<file path="config.mk">
export PLATFORM = sky130hd
export DESIGN_NAME = ir_pulse_distance_decoder_flat
export DESIGN_NICKNAME = d
export VERILOG_FILES = /design/src/design/ird_pkg.sv /design/src/design/ird_if.sv /design/src/design/ird_cfg.sv /design/src/design/ird_core.sv /design/src/design/ir_pulse_distance_decoder.sv /design/src/flat_wrapper.sv
export SDC_FILE = /design/constraint.sdc
export NUM_CORES = 1
export LEC_CHECK = 0
export ABC_AREA = 1
export BUFFER_PORTS_ARGS = -buffer_cell sky130_fd_sc_hd__buf_2
export CORE_MARGIN = 5
export CORE_UTILIZATION = 45
export CTS_CLUSTER_DIAMETER = 50
export DETAILED_ROUTE_END_ITERATION = 10
export SYNTH_ARGS = -nofsm -noshare
export SYNTH_HDL_FRONTEND = slang
export SYNTH_SLANG_ARGS = --single-unit
</file>
<file path="constraint.sdc">
create_clock -name clk -period 16.9 [get_ports clk]
set_input_delay 0 -clock clk [delete_from_list [all_inputs] [get_ports clk]]
set_output_delay 0 -clock clk [all_outputs]
set_load 0.01 [all_outputs]
</file>
<file path="src/design/ird_pkg.sv">
// ----------------------------------------------------------------------------
// ird_pkg
// Shared types and constants for the IR pulse-distance decoder.
// ----------------------------------------------------------------------------
`default_nettype none

package ird_pkg;

  localparam int FRAME_BITS = 12;
  localparam int TIME_W     = 24;
  localparam int COUNT_W    = $clog2(FRAME_BITS + 1);
  localparam int TICK_W     = 4;
  localparam int ADDR_W     = 4;
  localparam int DATA_W     = 32;

  localparam logic [TICK_W-1:0] TICK_MAX = {TICK_W{1'b1}};

  localparam logic [TIME_W-1:0] START_GAP_RST  = TIME_W'(1600000);
  localparam logic [TIME_W-1:0] ONE_GAP_RST    = TIME_W'(120000);
  localparam logic [TIME_W-1:0] RELOAD_RST     = {TIME_W{1'b1}};
  localparam logic [TICK_W-1:0] HOLD_LIMIT_RST = TICK_W'(3);

  typedef enum logic {
    CMD_EDGE = 1'b0,
    CMD_TICK = 1'b1
  } cmd_t;

  typedef enum logic [1:0] {
    REG_START_GAP  = 2'd0,
    REG_ONE_GAP    = 2'd1,
    REG_RELOAD     = 2'd2,
    REG_HOLD_LIMIT = 2'd3
  } reg_idx_t;

  typedef struct packed {
    logic [TIME_W-1:0] start_gap_cycles;
    logic [TIME_W-1:0] one_gap_cycles;
    logic [TIME_W-1:0] counter_reload;
    logic [TICK_W-1:0] hold_tick_limit;
  } cfg_t;

endpackage

`default_nettype wire

</file>
<file path="src/design/ird_if.sv">
// ----------------------------------------------------------------------------
// ird_if
// Valid/ready channels for edge items and decoded code items.
// ----------------------------------------------------------------------------
`default_nettype none

interface ird_edge_if import ird_pkg::*; ();
  logic              valid;
  logic              ready;
  logic              cmd;
  logic [TIME_W-1:0] edge_time;

  modport source (output valid, output cmd, output edge_time, input ready);
  modport sink   (input valid, input cmd, input edge_time, output ready);
endinterface

interface ird_code_if import ird_pkg::*; ();
  logic                  valid;
  logic                  ready;
  logic [FRAME_BITS-1:0] code;

  modport source (output valid, output code, input ready);
  modport sink   (input valid, input code, output ready);
endinterface

`default_nettype wire

</file>
<file path="src/design/ird_cfg.sv">
// ----------------------------------------------------------------------------
// ird_cfg
// APB register file holding the decoder thresholds and limits.
// ----------------------------------------------------------------------------
`default_nettype none

module ird_cfg import ird_pkg::*; (
  input  wire logic              clk,
  input  wire logic              rst,
  input  wire logic              psel,
  input  wire logic              penable,
  input  wire logic              pwrite,
  input  wire logic [ADDR_W-1:0] paddr,
  input  wire logic [DATA_W-1:0] pwdata,
  output logic      [DATA_W-1:0] prdata,
  output logic                   pready,
  output cfg_t                   cfg
);

  reg_idx_t idx;
  logic     wr_en;

  assign idx    = reg_idx_t'(paddr[3:2]);
  assign pready = 1'b1;
  assign wr_en  = psel && penable && pwrite && pready;

  always_ff @(posedge clk) begin
    if (rst) begin
      cfg.start_gap_cycles <= START_GAP_RST;
      cfg.one_gap_cycles   <= ONE_GAP_RST;
      cfg.counter_reload   <= RELOAD_RST;
      cfg.hold_tick_limit  <= HOLD_LIMIT_RST;
    end else if (wr_en) begin
      unique case (idx)
        REG_START_GAP:  cfg.start_gap_cycles <= pwdata[TIME_W-1:0];
        REG_ONE_GAP:    cfg.one_gap_cycles   <= pwdata[TIME_W-1:0];
        REG_RELOAD:     cfg.counter_reload   <= pwdata[TIME_W-1:0];
        REG_HOLD_LIMIT: cfg.hold_tick_limit  <= pwdata[TICK_W-1:0];
        default: ;
      endcase
    end
  end

  always_comb begin
    unique case (idx)
      REG_START_GAP:  prdata = DATA_W'(cfg.start_gap_cycles);
      REG_ONE_GAP:    prdata = DATA_W'(cfg.one_gap_cycles);
      REG_RELOAD:     prdata = DATA_W'(cfg.counter_reload);
      REG_HOLD_LIMIT: prdata = DATA_W'(cfg.hold_tick_limit);
      default:        prdata = '0;
    endcase
  end

endmodule

`default_nettype wire

</file>
<file path="src/design/ird_core.sv">
// ----------------------------------------------------------------------------
// ird_core
// Input register, gap and frame decode, repeat filter and result register.
// ----------------------------------------------------------------------------
`default_nettype none

module ird_core import ird_pkg::*; (
  input  wire logic       clk,
  input  wire logic       rst,
  input  wire cfg_t       cfg,
  ird_edge_if.sink        edges,
  ird_code_if.source      codes
);

  // input register
  logic              in_valid;
  logic              in_cmd;
  logic [TIME_W-1:0] in_time;

  // decoder state
  logic [TIME_W-1:0]     prev_edge_time, prev_edge_time_next;
  logic                  edge_seen, edge_seen_next;
  logic [COUNT_W-1:0]    bit_count, bit_count_next;
  logic [FRAME_BITS-1:0] frame_bits, frame_bits_next;
  logic [FRAME_BITS-1:0] prev_code, prev_code_next;
  logic                  prev_code_valid, prev_code_valid_next;
  logic [TICK_W-1:0]     wrap_ticks, wrap_ticks_next;

  // result register
  logic                  res_valid;
  logic [FRAME_BITS-1:0] res_code;

  logic          advance;
  logic          emit;
  logic          bit_val;
  logic          held;
  logic [TIME_W:0] span;
  logic [TIME_W:0] gap;

  assign advance     = !res_valid || codes.ready;
  assign edges.ready = !in_valid || advance;
  assign codes.valid = res_valid;
  assign codes.code  = res_code;

  always_comb begin
    span = {1'b0, prev_edge_time} + {1'b0, cfg.counter_reload} + (TIME_W+1)'(1);
    if (prev_edge_time >= in_time) begin
      gap = {1'b0, prev_edge_time - in_time};
    end else if (span < {1'b0, in_time}) begin
      gap = '0;
    end else begin
      gap = span - {1'b0, in_time};
    end
  end

  always_comb begin
    prev_edge_time_next  = prev_edge_time;
    edge_seen_next       = edge_seen;
    bit_count_next       = bit_count;
    frame_bits_next      = frame_bits;
    prev_code_next       = prev_code;
    prev_code_valid_next = prev_code_valid;
    wrap_ticks_next      = wrap_ticks;
    emit                 = 1'b0;
    held                 = 1'b0;
    bit_val              = gap > {1'b0, cfg.one_gap_cycles};

    if (in_cmd == CMD_TICK) begin
      if (wrap_ticks != TICK_MAX) begin
        wrap_ticks_next = wrap_ticks + TICK_W'(1);
      end
    end else if (!edge_seen) begin
      edge_seen_next      = 1'b1;
      prev_edge_time_next = in_time;
    end else begin
      prev_edge_time_next = in_time;
      if (gap == '0) begin
        // ignored edge
      end else if (gap > {1'b0, cfg.start_gap_cycles}) begin
        bit_count_next = '0;
      end else if (bit_count >= COUNT_W'(FRAME_BITS)) begin
        bit_count_next = '0;
      end else begin
        for (int i = 0; i < FRAME_BITS; i++) begin
          if (bit_count == COUNT_W'(i)) begin
            frame_bits_next[i] = bit_val;
          end
        end
        bit_count_next = bit_count + COUNT_W'(1);
        if (bit_count_next == COUNT_W'(FRAME_BITS)) begin
          held = prev_code_valid && (frame_bits_next == prev_code) &&
                 (wrap_ticks < cfg.hold_tick_limit);
          wrap_ticks_next = '0;
          if (!held) begin
            prev_code_next       = frame_bits_next;
            prev_code_valid_next = 1'b1;
            emit                 = 1'b1;
          end
        end
      end
    end
  end

  always_ff @(posedge clk) begin
    if (rst) begin
      in_valid        <= 1'b0;
      res_valid       <= 1'b0;
      prev_edge_time  <= '0;
      edge_seen       <= 1'b0;
      bit_count       <= '0;
      frame_bits      <= '0;
      prev_code       <= '0;
      prev_code_valid <= 1'b0;
      wrap_ticks      <= '0;
    end else begin
      if (edges.ready) begin
        in_valid <= edges.valid;
      end
      if (advance) begin
        res_valid <= in_valid && emit;
      end
      if (in_valid && advance) begin
        prev_edge_time  <= prev_edge_time_next;
        edge_seen       <= edge_seen_next;
        bit_count       <= bit_count_next;
        frame_bits      <= frame_bits_next;
        prev_code       <= prev_code_next;
        prev_code_valid <= prev_code_valid_next;
        wrap_ticks      <= wrap_ticks_next;
      end
    end
  end

  always_ff @(posedge clk) begin
    if (edges.ready && edges.valid) begin
      in_cmd  <= edges.cmd;
      in_time <= edges.edge_time;
    end
    if (in_valid && advance && emit) begin
      res_code <= frame_bits_next;
    end
  end

endmodule

`default_nettype wire

</file>
<file path="src/design/ir_pulse_distance_decoder.sv">
// The code item passes through the input register and then the result
// register. Throughput: one item per cycle unless the code output stalls;
// the input register and the result register let a new item enter while
// a finished code waits to be taken.
// Reset clears decoder state and pending items; registers return to their
// documented defaults.
// ----------------------------------------------------------------------------
// ir_pulse_distance_decoder
// Decodes 12-bit IR remote codes from falling-edge timestamps.
// ----------------------------------------------------------------------------
`default_nettype none

module ir_pulse_distance_decoder import ird_pkg::*; (
  input  wire logic              clk,
  input  wire logic              rst,
  ird_edge_if.sink               edges,
  ird_code_if.source             codes,
  input  wire logic              psel,
  input  wire logic              penable,
  input  wire logic              pwrite,
  input  wire logic [ADDR_W-1:0] paddr,
  input  wire logic [DATA_W-1:0] pwdata,
  output logic      [DATA_W-1:0] prdata,
  output logic                   pready
);

  cfg_t cfg;

  ird_cfg u_cfg (
    .clk     (clk),
    .rst     (rst),
    .psel    (psel),
    .penable (penable),
    .pwrite  (pwrite),
    .paddr   (paddr),
    .pwdata  (pwdata),
    .prdata  (prdata),
    .pready  (pready),
    .cfg     (cfg)
  );

  ird_core u_core (
    .clk   (clk),
    .rst   (rst),
    .cfg   (cfg),
    .edges (edges),
    .codes (codes)
  );

endmodule

`default_nettype wire
</file>
<file path="src/flat_wrapper.sv">
// flat-port wrapper written by rule: the top's interface ports become plain ports
module ir_pulse_distance_decoder_flat import ird_pkg::*;
  (clk, rst, psel, penable, pwrite, paddr, pwdata, prdata, pready, edges_valid, edges_cmd, edges_edge_time, edges_ready, codes_valid, codes_code, codes_ready);
  ird_edge_if edges_i ();
  ird_code_if codes_i ();
  input  wire logic clk;
  input  wire logic rst;
  input  wire logic psel;
  input  wire logic penable;
  input  wire logic pwrite;
  input  wire logic [ADDR_W-1:0] paddr;
  input  wire logic [DATA_W-1:0] pwdata;
  output logic      [DATA_W-1:0] prdata;
  output logic pready;
  input wire logic [$bits(edges_i.valid)-1:0] edges_valid;
  input wire logic [$bits(edges_i.cmd)-1:0] edges_cmd;
  input wire logic [$bits(edges_i.edge_time)-1:0] edges_edge_time;
  output wire logic [$bits(edges_i.ready)-1:0] edges_ready;
  output wire logic [$bits(codes_i.valid)-1:0] codes_valid;
  output wire logic [$bits(codes_i.code)-1:0] codes_code;
  input wire logic [$bits(codes_i.ready)-1:0] codes_ready;
  assign edges_i.valid = edges_valid;
  assign edges_i.cmd = edges_cmd;
  assign edges_i.edge_time = edges_edge_time;
  assign edges_ready = edges_i.ready;
  assign codes_valid = codes_i.valid;
  assign codes_code = codes_i.code;
  assign codes_i.ready = codes_ready;
  ir_pulse_distance_decoder u_core (.clk(clk), .rst(rst), .edges(edges_i), .codes(codes_i), .psel(psel), .penable(penable), .pwrite(pwrite), .paddr(paddr), .pwdata(pwdata), .prdata(prdata), .pready(pready));
endmodule
</file>
==> results of run 1 <==
[power breakdown]
| group | switching (mW) | leakage, nW | internal (mW) | total [mW] |
|---|---|---|---|---|
| sequential | 0.00971 | 1.46 | 0.437 | 0.446 |
| clock | 0.204 | 0.291 | 0.213 | 0.417 |
| combinational | 0.579 | 5.34 | 0.296 | 0.875 |
[kinds of logic after synthesis]
group	count (synthesis)	synth area share (%)
simple gates	772	25.9
compound gates	415	17.9
buf+inv	307	9.65
flops	173	29.9
fa+ha+maj	131	13.0
xor+xnor	52	3.55
other cells	2	0.0586
[cells in the mapped netlist, types with 2 or more instances]
| cell type | count |
|---|---|
| a211oi_1 | 6 |
| a21boi_0 | 3 |
| a21boi_1 | 2 |
| a21o_1 | 7 |
| a21oi_1 | 195 |
| a221oi_1 | 2 |
| a31oi_1 | 4 |
| and2_1 | 2 |
| buf_1 | 2 |
| buf_2 | 10 |
| buf_4 | 11 |
| buf_6 | 4 |
| clkbuf_1 | 38 |
| conb_1 | 2 |
| dfxtp_1 | 136 |
| edfxtp_1 | 37 |
| fa_1 | 3 |
| ha_1 | 128 |
| inv_1 | 238 |
| inv_2 | 4 |
| nand2_1 | 426 |
| nand2_2 | 8 |
| nand3_1 | 132 |
| nand3_2 | 6 |
| nand3b_1 | 8 |
| nand4_1 | 27 |
| nor2_1 | 135 |
| nor2_2 | 5 |
| nor2_4 | 2 |
| nor3_1 | 7 |
| nor3_2 | 2 |
| nor4_1 | 2 |
| o211ai_1 | 15 |
| o21a_1 | 3 |
| o21ai_0 | 136 |
| o21ai_1 | 10 |
| o21ai_2 | 2 |
| o21bai_1 | 6 |
| o221ai_1 | 20 |
| or2_2 | 6 |
| xnor2_1 | 22 |
| xor2_1 | 30 |
[flip-flops by register name, indices dropped and copies added, names as in the netlist]
signal and count:
u_core.u_cfg.cfg 76, u_core.u_core.in_time 24, u_core.u_core.prev_edge_time 24, u_core.u_core.codes.code 12, u_core.u_core.frame_bits 12, u_core.u_core.prev_code 12, u_core.u_core.bit_count 4, u_core.u_core.wrap_ticks 4
u_core.u_core.codes.valid 1, u_core.u_core.edge_seen 1, u_core.u_core.in_cmd 1, u_core.u_core.in_valid 1, u_core.u_core.prev_code_valid 1
[worst max path at each step]
stage	startpoint	cells after the start	slack, ns	endpoint
after global placement	u_core.u_cfg.cfg[6]$_SDFFE_PP1P_	42	8.20	u_core.u_core.codes.code[2]$_DFFE_PP_
after detailed placement	u_core.u_cfg.cfg[4]$_SDFFE_PP1P_	44	8.13	u_core.u_core.codes.code[2]$_DFFE_PP_
after global routing	u_core.u_cfg.cfg[6]$_SDFFE_PP1P_	42	7.02	u_core.u_core.codes.valid$_SDFFE_PP0P_
after floorplan	u_core.u_cfg.cfg[6]$_SDFFE_PP1P_	51	10.40	u_core.u_core.codes.code[0]$_DFFE_PP_
after CTS	u_core.u_cfg.cfg[4]$_SDFFE_PP1P_	44	7.99	u_core.u_core.codes.valid$_SDFFE_PP0P_
final	u_core.u_cfg.cfg[6]$_SDFFE_PP1P_	42	7.94	u_core.u_core.codes.valid$_SDFFE_PP0P_
[placed cells by master (no fill, tap or decap), types with 3 or more instances in the layout]
cell type / n
nand2_2: 8
nand3_1: 132
o211ai_1: 15
ha_1: 128
xnor2_1: 22
o21ai_0: 136
nand3b_1: 8
a21oi_1: 195
a21o_1: 7
inv_1: 237
xor2_1: 30
buf_2: 95
nand2_1: 426
o21a_1: 3
a211oi_1: 6
nor3_1: 7
edfxtp_1: 37
fa_1: 3
dfxtp_1: 136
inv_8: 3
buf_4: 7
a31oi_1: 4
dlygate4sd3_1: 55
nor2_1: 133
o221ai_1: 20
inv_6: 4
o21ai_1: 10
conb_1: 9
nand3_2: 6
o21bai_1: 6
a21boi_0: 3
nand4_1: 27
or2_2: 6
clkbuf_16: 17
inv_2: 5
nor2_2: 7
[final cells by class]
type                            instances  area [um^2]
Tap cell                              378          473
Sequential cell                       173         3830
Fill cell                            2791        13300
Inverter                              242          908
Clock inverter                         14          173
Clock buffer                           18          429
Multi-Input combinational cell       1379         7770
Timing Repair Buffer                  157         1080
[metal layers]
metal / up-vias / global-route usage, % / part of all wire [%]
met1: 5729 / 36.6 / 49
li1: 6411 / - / -
met5: - / 0 / 0
met4: 0 / 5.63 / 1.4
met2: 363 / 39.0 / 44
met3: 42 / 3.69 / 6.1
[worst max-delay path: cells and delay by family, from the launching register on]
| kind | cells | cell delay [ns] |
|---|---|---|
| and+or+nand+nor | 22 | 3.38 |
| adders and majority gates | 3 | 1.07 |
| AOI/OAI and AO/OA | 15 | 3.21 |
| buffers and inverters | 1 | 0.57 |
| xor gates and xnor gates | 1 | 0.09 |
| DFF | 1 | 0.47 |
==> results.md, run 1 <==
* Critical path endpoint category: flip-flop
* Non-filler instance count after layout at 2361
* Worst hold slack at 0.0600 ns
* Final WS setup at 7.94 ns
* CP Data Arrival Time at 9.30 ns
* FF-to-FF End: u_core.u_core.codes.valid$_SDFFE_PP0P_
* Post-CTS sizing at 0
* Register area share after synthesis at 29.9%
* Critical path class: reg -> reg
* Max Root-Sink Buffers at 2
* Top cells by area, synth: dfxtp_1, ha_1, nand2_1, edfxtp_1, a21oi_1
* CTS tree: built
* Initial DRC Count at 871
* Share of cells above drive strength 1 at 8.83%
* Fmax achieved at 112 MHz
* RSZ-0062 raised after global routing: no
* Grt total ovfl at 0
* Min cycle time layout at 8.96 ns
* Leakage at 7.09 nW
* Initial antenna violation count at 0
* Pre-CTS setup slack at 8.13 ns
* Initial Util at 45.9%
* Final hold vios at 0
* TritonCTS buffer count at 17
* Post-route setup TNS at 0 ns
* Clock Latency Late Sink at 0.45 ns
* Port Buf Inserts at 95
* Placed Instance Area at 13500 um^2
* DIE HEIGHT at 179 um
* Final period utilization at 53.0%
* Fraction of post-synthesis cell area in the top cell type by area at 21.3%
* Post-synth cell types at 50
* First-pass GRT wire length at 62600 um
* Area grow syn2layout at 14.5%
* I/O pin count at 115
* Avg Cell Area, Syn at 6.92 um^2
* Overall power at 1.74 mW
* Reg2Reg Depth at 42
* Most area-hungry cell type in the Yosys netlist: dfxtp_1
* N_diodes at 0
* CTS Hold Bufs at 55
* Vias in the first global route at 11708
* Asr flop ratio synth at 0%
* Vias at 12545
* Core Rows at 61
* Number of synthesized flops with an enable pin at 37
* Avg WL per Cell at 16.7 um
* Detailed Routing Iterations Pass 1 at 7
* RD Place Congestion at 0.963
* Synthesis warning total at 0
* Non-Filler Cell Area, Final at 14700 um^2
* Placeable core area at 27900 um^2
* Startpoint Class: flip-flop
* Final WL at 39500 um
* Die X-Extent at 179 um
* Worst Tran Pin Value at 1.09 ns
* Max Slew Vio Count at 0
* Vias/cell at 5.31
* Pwr Density at 119 nW/um^2
* Largest net degree at the start of global routing at 82
* Register bit total from synthesis at 173
* Max-cap viol count at 0
* Synthesized cell area at 12800 um^2
* DRC Markers at 0
* Worst Hold Class: in -> reg
* Slowest-stage cell, CP: dlygate4sd3_1
* Final Setup Violations at 0
* Dpl cells at 2274
* # clock sinks at 173
* H-tree depth at 4
* Beginning of the worst hold path: paddr[3]
* Crit-path max FO at 25
* Global Route Usage Sum at 25.0%
* Root buffer cell: clkbuf_16
* Hold Path Stages at 4
* Clock Skew at 0.0118 ns
* Post-route ant nets at 0
* Crit-path max cell delay at 0.57 ns
* Post-Syn Instances at 1852
* Required @ worst endpoint at 17.24 ns
* Post-layout util at 52.5%
* Nets@finish at 2169
* Clk slew on worst S/H paths at 0.08 ns
* Reg2reg start: u_core.u_cfg.cfg[6]$_SDFFE_PP1P_
* Hold endpoint: u_core.u_cfg.cfg[1]$_SDFFE_PP1P_
* Post-synth top flop: dfxtp_1
* Critical Path Most Common Cell: nand2_1
* Post-CTS Setup Bufs at 0
* Status: finished clean
* Die footprint at 31900 um^2
* Worst vdd ir at 0.0000660 V
* HPWL Detailed at 30100 um
* R2R setup slack at 7.94 ns
* Slew headroom at 27.4%
(Power assumes the default switching activity.)
==> run 2, diff against run 1 <==
--- a/config.mk
+++ b/config.mk
@@ -5,7 +5,7 @@
 export SDC_FILE = /design/constraint.sdc
 export NUM_CORES = 1
 export LEC_CHECK = 0
-export ABC_AREA = 1
+export ABC_AREA = 0
 export BUFFER_PORTS_ARGS = -buffer_cell sky130_fd_sc_hd__buf_2
 export CORE_MARGIN = 5
 export CORE_UTILIZATION = 45
==> constraint.sdc (replaced) <==
create_clock -name clk -period 8.7 [get_ports clk]
set_input_delay 0 -clock clk [delete_from_list [all_inputs] [get_ports clk]]
set_output_delay 0 -clock clk [all_outputs]
set_load 0.01 [all_outputs]
==> run 2 against run 1 <==
Combinational power up 84%; clock power up 98%; sequential power up 92%; sequential share of layout area down 0.89 points; synthesized cell count down 11%; clock-buffer cell count unchanged; critical path depth down 8; fmax up 10%; largest power group unchanged; highest routed layer unchanged.
==> results.md, run 2 <==
* Status: finished clean
* Max reg flops at 76
* Clock Latency Late Sink at 0.44 ns
* Hold Path Stages at 3
* Non-filler instance count after layout at 2161
* Nets@finish at 1963
* Most frequent cell after synthesis: nand2_1
* Startpoint Class: flip-flop
* Reg2Reg Depth at 34
* Reg2reg start: u_core.u_core.prev_edge_time[1]$_SDFFE_PP0P_
* Avg WL per Cell at 18.9 um
* DIE HEIGHT at 182 um
* Final WL at 40800 um
* Fmax achieved at 123 MHz
* Top cells by area, synth: dfxtp_1, ha_1, edfxtp_1, nand2_1, a21oi_1
* Critical path endpoint category: flip-flop
* Clk slew on worst S/H paths at 0.07 ns
* Post-Synth XOR/XNOR Area at 3.64%
* First-pass GRT wire length at 64700 um
* Asr flop ratio synth at 0%
* Gr busiest metal: met2
* Commonest non-fill, non-tap cell in the layout: nand2_1
* Post-synth cell types at 91
* Most frequent cells in the layout: nand2_1, a21oi_1, dfxtp_1
* Final period utilization at 93.3%
* Max Root-Sink Buffers at 2
* Critical path origin: u_core.u_core.prev_edge_time[1]$_SDFFE_PP0P_
* I/O pin count at 115
* HPWL Detailed at 30800 um
* Port Buf Inserts at 95
* Initial DRC Count at 883
* Register area share after synthesis at 28.9%
* M3 GR Usage at 2.82%
* Worst vdd ir at 0.000161 V
* Met2 Use GR at 40.1%
* N_diodes at 0
* Post-CTS Setup Bufs at 0
* Biggest registers after layout: u_core.u_cfg.cfg (76), u_core.u_core.in_time (24), u_core.u_core.prev_edge_time (24)
* Final Setup Violations at 0
* Detailed Routing Iterations Pass 1 at 6
* # clock sinks at 173
* Synthesized cell area at 13200 um^2
* TritonCTS buffer count at 17
* Area of the multi-input gates at 8650 um^2
* Delay-heaviest family, CP: compound AO/OA/AOI/OAI gates
* RD Place Congestion at 0.919
* Synth Area in Compound Gates at 22.8%
* Worst Hold Class: in -> reg
* RSZ-0062 raised after global routing: no
* Largest net degree at the start of global routing at 46
* Vias in the first global route at 12045
* Leakage at 6.40 nW
* Post-synthesis mux area share at 6.72%
* Avg Cell Area, Syn at 8.02 um^2
* Max Slew Vio Count at 0
* CTS tree: built
* Root buffer cell: clkbuf_16
* GR Layer Usage met1 at 33.7%
* Largest family of logic cells by synthesized area: compound AO/OA/AOI/OAI gates
* Post-synth top flop: dfxtp_1
* Crit-path max FO at 15
* R2R setup slack at 0.58 ns
* Pwr Density at 217 nW/um^2
* Most area-hungry cell type in the Yosys netlist: dfxtp_1
* Number of synthesized flops with an enable pin at 37
* Register with the most flip-flops: u_core.u_cfg.cfg
* Slowest-stage cell, CP: o31ai_1
* Fraction of post-synthesis cell area in the top cell type by area at 20.6%
* Register area at 3830 um^2
* Die footprint at 33000 um^2
* Dpl cells at 2077
* H-tree depth at 4
* Slew headroom at 29.1%
* Synthesis warning total at 0
* Die X-Extent at 182 um
* Vias at 12526
* Final hold vios at 0
* Initial Util at 45.9%
* Critical Path Most Common Cell: o21ai_0
* Max-cap viol count at 0
* Worst Tran Pin Value at 1.06 ns
* Post-route setup TNS at 0 ns
* Vias/cell at 5.80
* Post-route ant nets at 0
* Critical Path Stages at 34
* Synth cell count leaders: nand2_1, a21oi_1, dfxtp_1
* Adder-cell area share of the yosys netlist at 12.5%
* Required @ worst endpoint at 9.03 ns
* Clock Skew at 0.0133 ns
* Area grow syn2layout at 14.6%
* Simple-gate portion of the synthesized area at 19.2%
* FILL cells at 2789
* Critical path class: reg -> reg
* Crit path to: u_core.u_core.prev_code[4]$_SDFFE_PP0P_
* Share of cells above drive strength 1 at 11.8%
* Core Rows at 62
* CP Data Arrival Time at 8.45 ns
* Post-Syn Instances at 1652
* Placeable core area at 28900 um^2
* Min cycle time layout at 8.12 ns
* Global Route Usage Sum at 24.1%
* Grt total ovfl at 0
* FF-to-FF End: u_core.u_core.prev_code[4]$_SDFFE_PP0P_
* Worst path bufs/invs at 3
* Register bit total from synthesis at 173
* DRC Markers at 0
* Initial antenna violation count at 0
* Crit-path max cell delay at 0.50 ns
==> run 2: final cells by class <==
class | count | area share (%)
sequential | 173 | 25.2
multi-input combinational | 1288 | 57.0
clock inverter | 14 | 1.19
tap | 384 | 3.16
timing repair buffer | 172 | 7.80
clock buffer | 18 | 2.83
inverter | 112 | 2.77
==> run 2: power breakdown <==
| group | switching [mW] | internal, mW |
|---|---|---|
| Sequential | 0.0163 | 0.839 |
| Clock | 0.366 | 0.459 |
| Combinational | 0.969 | 0.641 |
==> run 2: how the worst min path moves through the flow <==
stage	startpoint	to
4_1_cts	rst	u_core.u_cfg.cfg[3]$_SDFFE_PP0P_
5_1_grt	rst	u_core.u_cfg.cfg[68]$_SDFFE_PP0P_
3_3_place_gp	edges_edge_time[2]	u_core.u_core.in_time[2]$_DFFE_PP_
3_5_place_dp	edges_edge_time[9]	u_core.u_core.in_time[9]$_DFFE_PP_
2_1_floorplan	edges_cmd	u_core.u_core.in_cmd$_DFFE_PP_
6_report	rst	u_core.u_cfg.cfg[50]$_SDFFE_PP0P_
==> run 2: metal layers <==
metal  up-vias  wire length, um
li1       6141                -
met1      5962            19000
met2       385            18900
met3        38             2280
met4         0              572
met5         -                0
==> run 2: cell families (layout without fill, tap and decap cells) <==
kind of cell	after synthesis	count (layout)
other	2	9
xor gates and xnor gates	55	55
buffers and inverters	198	316
and+or+nand+nor	558	558
muxes	82	82
adders and majority gates	131	131
AOI/OAI and AO/OA	453	453
DFF	173	173
==> run 2: repair_timing <==
action | in CTS | in global routing
resized for setup | 0 | 3
hold buffers | 52 | 0
hold endpoints to repair | 103 | 0
setup endpoints to repair | 0 | 27
==> run 2: worst register-to-register path: cells and delay by family, from the launching register on <==
kind                       cells  cell delay, ns
and+or+nand+nor                7            1.34
adders and majority gates      3            1.03
xor gates and xnor gates       1            0.20
AOI/OAI and AO/OA             20            4.41
buffers and inverters          3            0.57
DFF                            1            0.46
==> run 2: per-stage QoR <==
stage	setup WS [ns]	area (um^2)	utilization, %	power, mW	hold slack [ns]
after detailed placement	0.492	14000	48.7	2.44	0.178
after CTS	0.439	15200	52.6	3.29	0.116
final	0.580	15200	52.6	3.29	0.139
after global routing	0.0286	15200	52.6	3.52	0.170
after floorplan	1.58	13300	-	2.02	0.0989
after global placement	0.571	14000	48.7	2.42	0.176
==> run 3, diff against run 2 <==
--- a/config.mk
+++ b/config.mk
@@ -13,4 +13,5 @@
 export DETAILED_ROUTE_END_ITERATION = 10
 export SYNTH_ARGS = -nofsm -noshare
 export SYNTH_HDL_FRONTEND = slang
+export SYNTH_HIERARCHICAL = 1
 export SYNTH_SLANG_ARGS = --single-unit
==> run 3 against run 2 <==
Wire length down 4.9%; design area up 1.1%; utilization fell by 0.80 points; critical path depth down 4; via count shrank 3.9%; setup slack lost 0.10 ns; clock-buffer cell count shrank 1; register-to-register slack worse by 0.10 ns; clock power is 3.2% lower; fmax down 1.2%; critical path type unchanged; largest cell class unchanged; largest power group unchanged.
==> results.md, run 3 <==
* H-tree depth at 4
* Vias in the first global route at 11445
* CTS tree: built
* Required @ worst endpoint at 9.01 ns
* Initial antenna violation count at 0
* Synthesized cell area at 13500 um^2
* Die X-Extent at 183 um
* Synth cell count leaders: nor2_1, nand2_1, dfxtp_1
* Global Route Usage Sum at 22.9%
* Critical path class: reg -> reg
* Critical path origin: u_core/u_cfg/cfg[9]$_SDFFE_PP1P_
* DRC Markers at 0
* Register with the most flip-flops: u_core/u_cfg/cfg
* Detailed Routing Iterations Pass 1 at 7
* Worst Hold Class: in -> reg
* Max-cap viol count at 0
* Post-CTS Setup Bufs at 0
* Most area-hungry cell type in the Yosys netlist: dfxtp_1
* Startpoint Class: flip-flop
* Grt total ovfl at 0
* # clock sinks at 173
* RD Place Congestion at 0.949
* FILL cells at 2831
* First-pass GRT wire length at 61500 um
* Largest net degree at the start of global routing at 107
* Final Setup Violations at 0
* RSZ-0062 raised after global routing: no
* Placeable core area at 29600 um^2
* Fmax achieved at 122 MHz
* Beginning of the worst hold path: penable
* Initial Util at 45.6%
* Slew headroom at 31.2%
* Final WL at 38800 um
* Synthesis warning total at 6
* Fraction of post-synthesis cell area in the top cell type by area at 20.2%
* Nets@finish at 1931
* Register area share after synthesis at 28.4%
* Register bit total from synthesis at 173
* Vias at 12039
* CP Data Arrival Time at 8.53 ns
* I/O pin count at 115
* Overall power at 3.38 mW
* Clock Skew at 0.0118 ns
* Crit-path max cell delay at 0.65 ns
* Most frequent cell after synthesis: nor2_1
* N_diodes at 0
* Crit-path max FO at 14
* Critical path endpoint category: flip-flop
* Post-route ant nets at 0
* Min cycle time layout at 8.22 ns
* Max reg flops at 76
* Worst vdd ir at 0.000189 V
* Max Slew Vio Count at 0
* Final WS setup at 0.480 ns
* Post-synth top flop: dfxtp_1
* Vias/cell at 5.64
* Commonest non-fill, non-tap cell in the layout: nor2_1
* Worst Tran Pin Value at 1.03 ns
* Clock Latency Late Sink at 0.46 ns
* Clk slew on worst S/H paths at 0.08 ns
* Post-route setup TNS at 0 ns
* Reg2reg start: u_core/u_cfg/cfg[9]$_SDFFE_PP1P_
* Biggest registers after layout: u_core/u_cfg/cfg (76), u_core/u_core/in_time (24), u_core/u_core/prev_edge_time (24)
* Post-Syn Instances at 1617
* Pwr Density at 220 nW/um^2
* Port Buf Inserts at 95
* Post-synth cell types at 100
* Status: finished clean
* Pre-CTS setup slack at 0.394 ns
* Final hold vios at 0
* Worst hold slack at 0.0523 ns
* HPWL Detailed at 29400 um
* Leakage at 6.51 nW
* Number of synthesized flops with an enable pin at 37
* Avg Cell Area, Syn at 8.35 um^2
* Initial DRC Count at 990
* Final period utilization at 94.5%
* Root buffer cell: clkbuf_16
* Avg WL per Cell at 18.2 um
* Slowest-stage cell, CP: or4_2
* Share of cells above drive strength 1 at 11.7%
* Most frequent cells in the layout: nor2_1, nand2_1, dfxtp_1
* Die footprint at 33600 um^2
* Max Root-Sink Buffers at 2
* Core Rows at 63
* Top cells by area, synth: dfxtp_1, ha_1, edfxtp_1, mux2i_1, a21oi_1
* DIE HEIGHT at 183 um
* Asr flop ratio synth at 0%
* TritonCTS buffer count at 17
* Area grow syn2layout at 13.7%
==> run 3: cell types whose count changed after synthesis, sizes merged, moves of 14 or more <==
| cell | before | now |
|---|---|---|
| nor2 | 84 | 156 |
| clkbuf | 61 | 47 |
| o21ai | 77 | 92 |
| o211ai | 28 | 9 |
| mux2i | 63 | 108 |
| nand2 | 283 | 149 |
| a31oi | 9 | 32 |
| a21oi | 153 | 122 |
| nand2b | 13 | 74 |
| nand3 | 43 | 26 |
| mux2 | 15 | 0 |
==> run 3: report_power, final <==
group / switching, mW / internal, mW / total (mW)
clock: 0.406 / 0.394 / 0.799
sequential: 0.0169 / 0.838 / 0.855
combinational: 1.07 / 0.655 / 1.72
==> run 3: cells by family (layout without fill, tap and decap cells) <==
logic type	Yosys count	after routing	synth area share, %
AOI/OAI and AO/OA	416	416	20.7
xor gates and xnor gates	69	69	4.48
adders and majority gates	131	131	12.3
buffers and inverters	188	309	6.44
DFF	173	173	28.4
muxes	112	112	8.67
other	2	9	0.0556
and+or+nand+nor	526	526	18.9
==> run 3: final cells by class <==
type | count | area, um^2 | share of cell area [%]
multi-input combinational | 1263 | 8860 | 57.7
sequential | 173 | 3830 | 25.0
timing repair buffer | 166 | 1140 | 7.43
tap | 390 | 488 | 3.18
clock buffer | 17 | 425 | 2.77
inverter | 111 | 417 | 2.71
clock inverter | 15 | 193 | 1.25
==> run 3: worst max-delay path, delay by kind of cell (launching register included) <==
kind | cells | cell delay, ns
muxes | 1 | 0.23
xor gates and xnor gates | 1 | 0.14
buffers and inverters | 1 | 0.31
DFF | 1 | 0.37
AOI/OAI and AO/OA | 15 | 3.65
and+or+nand+nor | 9 | 2.30
adders and majority gates | 3 | 1.05
==> run 3: stage by stage <==
stage	instances	utilization (%)	instance area (um^2)
2_1_floorplan	1624	-	13500
3_3_place_gp	2051	47.9	14200
3_5_place_dp	2051	47.9	14200
4_1_cts	2135	51.8	15300
5_1_grt	2135	51.8	15400
6_report	2135	51.8	15400
==> run 3: final timing paths <==
check,end,slack (ns),depth (start not counted)
worst max-delay path,u_core/u_core/prev_code[5]$_SDFFE_PP0P_,0.48,30
worst min-delay path,u_core/u_cfg/cfg[67]$_SDFFE_PP0P_,0.05,4
worst max register to register,u_core/u_core/prev_code[5]$_SDFFE_PP0P_,0.48,30
worst min register to register,u_core/u_core/prev_edge_time[0]$_SDFFE_PP0P_,0.46,2
==> run 3: per-layer routing <==
| metal | GRT usage, % | share of wire, % | wire, um | up-vias |
|---|---|---|---|---|
| met3 | 4.11 | 6.0 | 2330 | 39 |
| met1 | 33.4 | 49 | 18900 | 5692 |
| met2 | 34.8 | 43 | 16800 | 326 |
| met4 | 6.35 | 1.8 | 692 | 0 |
| li1 | - | - | - | 5982 |
| met5 | 0 | 0 | 0 | - |
==> run 3: what timing repair did <==
action | 4_1_cts | 5_1_grt
hold buffers | 52 | 0
endpoints found under the hold margin | 103 | 0
endpoints found under the setup margin | 0 | 50
gates resized for setup | 0 | 5
